$ cat config.mk
export PLATFORM = sky130hd
export DESIGN_NAME = terminal_key_escape_decoder_unit
export DESIGN_NICKNAME = d
export VERILOG_FILES = /design/src/sv/tked_pkg.sv /design/src/sv/tked_step.sv /design/src/sv/terminal_key_escape_decoder_unit.sv
export SDC_FILE = /design/constraint.sdc
export NUM_CORES = 1
export LEC_CHECK = 0
export BUFFER_PORTS_ARGS = -buffer_cell sky130_fd_sc_hd__buf_2
export CAP_MARGIN = 0
export CORE_ASPECT_RATIO = 1.2
export CORE_MARGIN = 3
export CORE_UTILIZATION = 50
export CTS_CLUSTER_SIZE = 28
export DETAILED_ROUTE_END_ITERATION = 8
export PLACE_DENSITY = 0.71
export SLEW_MARGIN = 10
export SYNTH_ARGS = -nofsm -noshare
export SYNTH_HDL_FRONTEND = slang
export SYNTH_SLANG_ARGS = --single-unit
$ cat constraint.sdc
create_clock -name clk -period 3 [get_ports clk]
set_input_delay 0.6 -clock clk [delete_from_list [all_inputs] [get_ports clk]]
set_output_delay 0.6 -clock clk [all_outputs]
set_load 0.02 [all_outputs]
$ cat src/sv/tked_pkg.sv
`timescale 1ns / 1ps
`default_nettype none
// ----------------------------------------------------------------------------
// tked_pkg
// key codes, byte constants, decoder state type and symbol classifier shared
// by the terminal key escape decoder
// ----------------------------------------------------------------------------
package tked_pkg;

    localparam int ByteW = 8;
    localparam int CodeW = 4;
    localparam int CharW = 7;
    localparam int PosW  = 2;
    localparam int OutDataW = ((CodeW + CharW + 7) / 8) * 8;

    typedef enum logic [CodeW-1:0] {
        KC_UNKNOWN   = 4'd0,
        KC_ESCAPE    = 4'd1,
        KC_DELETE    = 4'd2,
        KC_END       = 4'd3,
        KC_HOME      = 4'd4,
        KC_UP        = 4'd5,
        KC_DOWN      = 4'd6,
        KC_FORWARD   = 4'd7,
        KC_BACKWARD  = 4'd8,
        KC_ENTER     = 4'd9,
        KC_TAB       = 4'd10,
        KC_BACKSPACE = 4'd11,
        KC_DIGIT     = 4'd12,
        KC_LETTER    = 4'd13,
        KC_SYMBOL    = 4'd14
    } key_code_t;

    // sequence positions
    localparam logic [PosW-1:0] POS_IDLE  = 2'd0;
    localparam logic [PosW-1:0] POS_ESC   = 2'd1;
    localparam logic [PosW-1:0] POS_CSI   = 2'd2;
    localparam logic [PosW-1:0] POS_TILDE = 2'd3;

    // byte values
    localparam logic [ByteW-1:0] B_ESC     = 8'h1B;
    localparam logic [ByteW-1:0] B_LBRACK  = 8'h5B;
    localparam logic [ByteW-1:0] B_THREE   = 8'h33;
    localparam logic [ByteW-1:0] B_TILDE   = 8'h7E;
    localparam logic [ByteW-1:0] B_END     = 8'h46;
    localparam logic [ByteW-1:0] B_HOME    = 8'h48;
    localparam logic [ByteW-1:0] B_UP      = 8'h41;
    localparam logic [ByteW-1:0] B_DOWN    = 8'h42;
    localparam logic [ByteW-1:0] B_FORWARD = 8'h43;
    localparam logic [ByteW-1:0] B_BACK    = 8'h44;
    localparam logic [ByteW-1:0] B_LF      = 8'h0A;
    localparam logic [ByteW-1:0] B_TAB     = 8'h09;
    localparam logic [ByteW-1:0] B_DEL     = 8'h7F;
    localparam logic [ByteW-1:0] B_SPACE   = 8'h20;

    typedef struct packed {
        logic                  in_escape;
        logic [PosW-1:0]       seq_position;
        key_code_t             pending_code;
        logic [CharW-1:0]      pending_char;
    } dec_state_t;

    // printable punctuation, space included, square brackets, equals and grave accent left out
    function automatic logic is_symbol(input logic [ByteW-1:0] b);
        logic hit;
        hit = 1'b0;
        if (b >= B_SPACE && b <= 8'h2F) hit = 1'b1;
        if (b >= 8'h3A && b <= 8'h3C) hit = 1'b1;
        if (b >= 8'h3E && b <= 8'h40) hit = 1'b1;
        if (b == 8'h5C || b == 8'h5E || b == 8'h5F) hit = 1'b1;
        if (b >= 8'h7B && b <= B_TILDE) hit = 1'b1;
        return hit;
    endfunction

endpackage
`default_nettype wire

$ cat src/sv/tked_step.sv
`timescale 1ns / 1ps
`default_nettype none
// ----------------------------------------------------------------------------
// tked_step
// next-state and emitted key for one byte, given the current decoder state
// ----------------------------------------------------------------------------
module tked_step (
    input  wire tked_pkg::dec_state_t                cur,
    input  wire logic [tked_pkg::ByteW-1:0]          in_byte,
    input  wire logic                                chunk_end,
    output tked_pkg::dec_state_t                     nxt,
    output tked_pkg::key_code_t                      key_code,
    output logic [tked_pkg::CharW-1:0]               visible_char
);
    import tked_pkg::*;

    dec_state_t upd;

    always_comb
    begin
        upd = cur;
        if (cur.in_escape)
        begin
            unique case (cur.seq_position)
                POS_ESC:
                begin
                    if (in_byte == B_LBRACK)
                    begin
                        upd.seq_position = POS_CSI;
                        upd.pending_code = KC_ESCAPE;
                    end
                end
                POS_CSI:
                begin
                    unique case (in_byte)
                        B_END:     upd.pending_code = KC_END;
                        B_HOME:    upd.pending_code = KC_HOME;
                        B_UP:      upd.pending_code = KC_UP;
                        B_DOWN:    upd.pending_code = KC_DOWN;
                        B_FORWARD: upd.pending_code = KC_FORWARD;
                        B_BACK:    upd.pending_code = KC_BACKWARD;
                        B_THREE:
                        begin
                            upd.seq_position = POS_TILDE;
                            upd.pending_code = KC_ESCAPE;
                        end
                        default:   upd = cur;
                    endcase
                end
                POS_TILDE:
                begin
                    if (in_byte == B_TILDE)
                        upd.pending_code = KC_DELETE;
                end
                default: upd = cur;
            endcase
        end
        else
        begin
            priority if (in_byte == B_ESC)
            begin
                upd.in_escape    = 1'b1;
                upd.seq_position = cur.seq_position + PosW'(1);
                upd.pending_code = KC_ESCAPE;
            end
            else if (in_byte == B_LF)
                upd.pending_code = KC_ENTER;
            else if (in_byte == B_TAB)
                upd.pending_code = KC_TAB;
            else if (in_byte == B_DEL)
                upd.pending_code = KC_BACKSPACE;
            else if (is_symbol(in_byte))
            begin
                upd.pending_code = KC_SYMBOL;
                upd.pending_char = in_byte[CharW-1:0];
            end
            else if ((in_byte >= 8'h61 && in_byte <= 8'h7A) ||
                     (in_byte >= 8'h41 && in_byte <= 8'h5A))
            begin
                upd.pending_code = KC_LETTER;
                upd.pending_char = in_byte[CharW-1:0];
            end
            else if (in_byte >= 8'h30 && in_byte <= 8'h39)
            begin
                upd.pending_code = KC_DIGIT;
                upd.pending_char = in_byte[CharW-1:0];
            end
            else
                upd = cur;
        end
    end

    always_comb
    begin
        key_code     = upd.pending_code;
        visible_char = upd.pending_char;
        nxt          = upd;
        if (chunk_end)
        begin
            // escape state survives a chunk that ended mid-sequence
            if (upd.pending_code != KC_UNKNOWN && upd.pending_code != KC_ESCAPE)
            begin
                nxt.in_escape    = 1'b0;
                nxt.seq_position = POS_IDLE;
            end
            nxt.pending_code = KC_UNKNOWN;
            nxt.pending_char = '0;
        end
    end

endmodule
`default_nettype wire

$ cat src/sv/terminal_key_escape_decoder_unit.sv
`timescale 1ns / 1ps
`default_nettype none
// ----------------------------------------------------------------------------
// terminal_key_escape_decoder_unit
// decodes raw terminal bytes into key codes, one key per read chunk
// ----------------------------------------------------------------------------
// usage
//   slave side: one terminal byte per item in s_tdata, s_tlast marks the
//   last byte of a read chunk. bytes inside a chunk only update the
//   pending key; the last byte of a chunk produces one result item
//   - master side: m_tdata carries the key code and the visible character
//   of the chunk (letters, digits, symbols), 0 if the chunk had none
//   - path: input register, decode, then result register on the master side
//   - throughput: one byte per cycle unless a chunk-ending byte waits on
//   a full result register; the decode is a single byte compare plus
//   state update between the input register and the result register
//   - stall: while a result waits on m_tready, bytes that end no chunk keep
//   flowing; a chunk-ending byte waits in the input register, and
//   s_tready drops only once that register is also full
//   - reset: escape state, sequence position and pending key are cleared,
//   both registers are emptied
// ----------------------------------------------------------------------------
module terminal_key_escape_decoder_unit (
    input  wire logic                                  clk,
    input  wire logic                                  rst_n,
    input  wire logic                                  s_tvalid,
    output logic                                       s_tready,
    input  wire logic [tked_pkg::ByteW-1:0]            s_tdata,  // [7:0] in_byte
    input  wire logic                                  s_tlast,  // chunk_end
    output logic                                       m_tvalid,
    input  wire logic                                  m_tready,
    // [3:0] key_code, [10:4] visible_char, [15:11] zero
    output logic [tked_pkg::OutDataW-1:0]              m_tdata
);
    import tked_pkg::*;

    // input register
    logic                in_valid_reg;
    logic [ByteW-1:0]    in_byte_reg;
    logic                in_last_reg;

    // decoder state
    dec_state_t          state_reg;
    dec_state_t          state_next;

    // result register
    logic                out_valid_reg;
    key_code_t           out_code_reg;
    logic [CharW-1:0]    out_char_reg;

    key_code_t           step_code;
    logic [CharW-1:0]    step_char;
    logic                out_free;
    logic                advance;

    tked_step u_step (
        .cur          (state_reg),
        .in_byte      (in_byte_reg),
        .chunk_end    (in_last_reg),
        .nxt          (state_next),
        .key_code     (step_code),
        .visible_char (step_char)
    );

    // result slot is free if empty or being taken this cycle
    assign out_free = !out_valid_reg || m_tready;
    // a byte with no chunk end never needs the result slot
    assign advance  = in_valid_reg && (!in_last_reg || out_free);
    assign s_tready = !in_valid_reg || advance;

    always_ff @(posedge clk or negedge rst_n)
    begin
        if (!rst_n)
        begin
            in_valid_reg  <= 1'b0;
            out_valid_reg <= 1'b0;
            state_reg     <= '{in_escape: 1'b0, seq_position: POS_IDLE,
                               pending_code: KC_UNKNOWN, pending_char: '0};
        end
        else
        begin
            if (s_tready)
                in_valid_reg <= s_tvalid;
            if (advance)
                state_reg <= state_next;
            if (advance && in_last_reg)
                out_valid_reg <= 1'b1;
            else if (m_tready)
                out_valid_reg <= 1'b0;
        end
    end

    // payload, no reset
    always_ff @(posedge clk)
    begin
        if (s_tready && s_tvalid)
        begin
            in_byte_reg <= s_tdata;
            in_last_reg <= s_tlast;
        end
        if (advance && in_last_reg)
        begin
            out_code_reg <= step_code;
            out_char_reg <= step_char;
        end
    end

    assign m_tvalid = out_valid_reg;
    assign m_tdata  = {(OutDataW - CodeW - CharW)'(0), out_char_reg, out_code_reg};

endmodule
`default_nettype wire

; ---- After elaboration in Yosys (flattened, before gate mapping)
; Cells that the tools add are included.
[word_totals]
reg_bits = 36
in_bits = 13
[op_classes]
magnitude_cmp = 14
n_addsub = 1
n_reduce_logical = 22
eq_ne = 20
mux = 32
[op_table]
columns = cell, count
row1 = $eq A8 B7 Y1 const B, 12
row2 = $mux W7, 5
row3 = $mux W11, 3
row4 = $ge A8 B6 Y1 const B, 4
row5 = $le A8 B7 Y1 const B, 4
row6 = $mux W14, 2
row7 = $pmux W4 S7, 1
row8 = $ge A8 B7 Y1 const B, 3
row9 = $le A8 B6 Y1 const B, 3
row10 = $eq A8 B4 Y1 const B, 2
row11 = $mux W4, 4
row12 = $mux W1, 12
row13 = $pmux W4 S3, 1
row14 = $logic_and A1 B1 Y1, 11
row15 = $eq A8 B5 Y1 const B, 1
row16 = $eq A8 B6 Y1 const B, 1
row17 = $logic_or A1 B1 Y1, 6
row18 = $mux W6, 1
row19 = $eq A2 B2 Y1 const B, 2
row20 = $ne A4 B1 Y1 const B, 1
row21 = $pmux W2 S2, 1
row22 = $reduce_bool A4 Y1, 1
row23 = $logic_not A1 Y1, 3
row24 = $mux W3, 1
row25 = 4 further kinds, 4

; ---- Depth between registers and ports, before layout
[logic_depth]
word_depth = 22
depth_mapped = 9
mapped_depth_nobuf = 9

; ---- Hierarchy
; A second synthesis with hierarchy kept.
[unflattened]
cells_unflattened = 270
hier_area_um2 = 2693.8
[modules_own_cells]
columns = mod, area_per_inst_um2, cells_per_inst, n_inst
row1 = terminal_key_escape_decoder_unit, 1580.3, 117, 1
row2 = tked_step, 1113.6, 153, 1

; ---- Worst setup path after synthesis
; Ideal clock, no wire load.
[synth_path]
path_kind = reg-to-reg
from = register in_byte_reg[2]
to = register state_reg[1] (netlist name)
setup_time_ns = 0.121
period_less_slack_ns = 2.322
slack_ns = 0.678
required_time_ns = 2.879
arrival_time_ns = 2.201
stages_incl_launch_ff = 9
path_cell_list = edfxtp_1 buf_6 or4_4 a211oi_1 a32o_2 o211a_1 buf_6 mux2_4 a22o_1
[synth_between]
elab_chain_cells = 19
elab_cells_between_ends = 50
[synth_rtl]
columns = item, line
row1 = "start, declared", terminal_key_escape_decoder_unit.sv:39  ; logic [ByteW-1:0] in_byte_reg;
row2 = "start signal, assigned", terminal_key_escape_decoder_unit.sv:98  ; in_byte_reg <= s_tdata;
row3 = $ge A8 B6 Y1 or $le A8 B6 Y1 (tied branches), tked_pkg.sv:67  ; if (b >= B_SPACE && b <= 8'h2F) hit = 1'b1;
row4 = $logic_and A1 B1 Y1, tked_pkg.sv:67
row5 = $mux W1, tked_pkg.sv:67
row6 = $mux W1, tked_pkg.sv:68  ; if (b >= 8'h3A && b <= 8'h3C) hit = 1'b1;
row7 = $mux W1, tked_pkg.sv:69  ; if (b >= 8'h3E && b <= 8'h40) hit = 1'b1;
row8 = $mux W1, tked_pkg.sv:70  ; if (b == 8'h5C || b == 8'h5E || b == 8'h5F) hit = 1'b1;
row9 = $mux W1, tked_pkg.sv:71  ; if (b >= 8'h7B && b <= B_TILDE) hit = 1'b1;
row10 = $mux W1, tked_step.sv:70  ; else if (in_byte == B_DEL)
row11 = (+4 left out), n/a
row12 = $mux W11, tked_step.sv:72  ; else if (is_symbol(in_byte))
row13 = $mux W7, tked_step.sv:70
row14 = $mux W7, tked_step.sv:68  ; else if (in_byte == B_TAB)
row15 = $mux W7, tked_step.sv:66  ; else if (in_byte == B_LF)
row16 = $mux W7 (*), tked_step.sv:60  ; priority if (in_byte == B_ESC)
row17 = $mux W14 (*), tked_step.sv:22  ; if (cur.in_escape)
row18 = via step_char[1], terminal_key_escape_decoder_unit.sv:52  ; logic [CharW-1:0] step_char;
row19 = $mux W14 (*), tked_step.sv:98  ; if (chunk_end)
row20 = "end signal, assigned", terminal_key_escape_decoder_unit.sv:77  ; state_reg <= '{in_escape: 1'b0, seq_position: POS_IDLE,
row21 = "end signal, assigned", terminal_key_escape_decoder_unit.sv:85  ; state_reg <= state_next;
row22 = "end, declared", terminal_key_escape_decoder_unit.sv:43  ; dec_state_t state_reg;
; The timed path passes the listed nets; every way through them passes the cells marked *. The select of a mux whose other input is x is not followed.
; A chain may end at the register's enable or synchronous reset.

; ---- Worst setup path in the final report
[layout_path]
from = register in_byte_reg[3]
to = register state_reg[2] (netlist name)
; Same word-level chain as after synthesis.

==> metrics.txt <==
share of layout cells above drive strength 1 0.2185; Final nets 254; drt first-iter violations 117; post-layout min period 2647 ps; synth warn 0; reg2reg setup slack 350 ps; Pwr Total 1.199 mW; Crit Path Max Fanout 14; DRC 0; Power Internal 861.9 uW; Leak 1.008 nW; Setup CP Type reg -> reg; sequential share of power 0.514; largest net degree at the start of global routing 17; Slowest cell on crit path edfxtp_1; CTS root buf clkbuf_8; Total Wirelength 4813 um; worst hold-check path type in -> async; area delta synth->final 10.78%; max FFs per register 14; first-pass GRT wire length 7997 um; initial antenna violation count 0; GP Congestion 0.9417; vias in the first global route 1635; Clk pwr share 0.288; Worst R2R Path Depth 6; Layout Skew 12.16 ps; #FFs+latches synth 36; Max transition margin 0.3359; Synth Flop Type edfxtp_1; Cell Chain, Critical Path or4_4 -> a211oi_1 -> a32o_2 -> o211a_1 -> mux2_4 -> a22o_1; CP Capture Type flop; GRT overflow 0; switching power ~340 uW; commonest cells after routing, fill and taps aside 25 x buf_2, 20 x edfxtp_1, 16 x inv_1, 16 x dfrtp_1, 12 x nand2_1; total CTS buffers 5; Worst-Skew Late Latency 280 ps; gr usage total 0.1951; CP peak stage delay 600 ps; Row Count 26; Least-Margin Pin Slew 992.4 ps; status completed; depth of the CTS H-tree 2; Die X just under 70 um; CP required 3170 ps; via count 1751; reg2reg end state_reg[2]; wire length per cell about 16 um; starting density of the core 0.5245; DRT Pass-1 Iters 4; Area contributors post-synth edfxtp_1 27%, dfrtp_1 18%, a22o_1 3.5%; HPWL after DPL around 3700 um; Syn Inst Count 211; die span in y between 70 and 80 um; EDFF count, synth 20; cts hold-fix bufs 0; die area about 0.0053 mm^2; fmax between 0.3 and 0.4 GHz; hold slack 222.9 ps; Final Setup Violations 0; clock buffer depth 2; CTS Sinks 36; port bufs 25; post-synth top area share 0.2667; post_cts resized 0; CP startpoint kind flop; Antenna Cells 0; Synth area leader edfxtp_1; combinational power share 0.198; clock slew at reported path FFs 80 ps; fin crit share 0.8824; power density cells 480.7 mW/mm^2; CP arrival roughly 2800 ps; Via density 5.956; post-synth cell types 62; RSZ-0062 raised after global routing no; post-synthesis sequential area ratio 0.4444; Async SR Flop Fraction 0.4444; CTS tree done; final hold vios 0; I/O pin count 31; reg2reg start in_byte_reg[3]; Detail Route Antenna Nets 0; Final Slew Violations 0; Post-CTS Repair Setup Buffers 0; Setup TNS 0 ps; Peak VDD IR 0.0003922 V; Avg Cell Area, Syn 10.67 um^2; mapped cell area ~0.0023 mm^2; core area 0.004294 mm^2; Max-cap violations 0; switching share of power 0.2813; most common library cell in the layout ignoring fill and taps buf_2
## layer usage
| layer | up-vias | GRT usage | routed length [um] |
|---|---|---|---|
| met5 | - | 0 | 0 |
| met4 | 0 | 0.05680 | 70 |
| met1 | 852 | 0.2706 | 2180 |
| met2 | 48 | 0.3058 | 2360 |
| met3 | 6 | 0.03944 | 201 |
| li1 | 845 | - | - |
## power by group through the flow
stage	clock, mW	sequential (mW)	combinational, mW
floorplan	0	0.625	0.178
global placement	0	0.625	0.234
detailed placement	0	0.624	0.237
CTS	0.353	0.616	0.238
global route	0.367	0.622	0.262
finish	0.345	0.616	0.238
## stage by stage
stage,util,area (um^2),setup WS [ps],std cells
after floorplan,-,2267,678.1,215
after global placement,0.5591,2401,405.6,286
after detailed placement,0.5591,2401,355.5,286
after CTS,0.5810,2495,364.6,294
after global routing,0.5810,2495,247.7,294
final,0.5810,2495,352.9,294
## layout make-up
cell class,instances,area [um^2]
Tap cell,56,70.07
Sequential cell,36,1001
Inverter,16,60.06
Clock buffer,7,86.33
Timing Repair Buffer,31,170.2
Fill cell,392,1799
Clock inverter,1,7.507
Multi-Input combinational cell,147,1100
## logic make-up after synthesis
family,synth area share
compound gates,0.2356
simple gates,0.1800
flops,0.4444
buf+inv,0.07388
fa+ha+maj,0.02222
xor+xnor,0.01555
mux,0.02667
other cells,0.001665
## worst max path at each step
stage,start,to
after floorplan,in_byte_reg[2],state_reg[1]
after global placement,in_byte_reg[3],state_reg[0]
after detailed placement,in_byte_reg[3],state_reg[2]
after CTS,in_byte_reg[3],state_reg[2]
after global routing,in_byte_reg[3],state_reg[3]
final,in_byte_reg[3],state_reg[2]
## worst max-delay path, delay by kind of cell (launching register included)
| family | cells | cell delay (ps) |
|---|---|---|
| DFF | 1 | 600 |
| and+or+nand+nor | 1 | 510 |
| AOI/OAI and AO/OA | 4 | 1100 |
| muxes | 1 | 340 |
## cells in the mapped netlist, drive strengths merged (5+ instances only)
| library cell | instances |
|---|---|
| buf | 11 |
| dfrtp | 16 |
| nand3 | 10 |
| a211oi | 6 |
| inv | 16 |
| a21oi | 11 |
| o21ai | 9 |
| o22ai | 5 |
| nor2 | 10 |
| edfxtp | 20 |
| a22o | 9 |
| clkbuf | 5 |
| nand2 | 13 |
No activity file was read; power rests on OpenSTA's default activity.
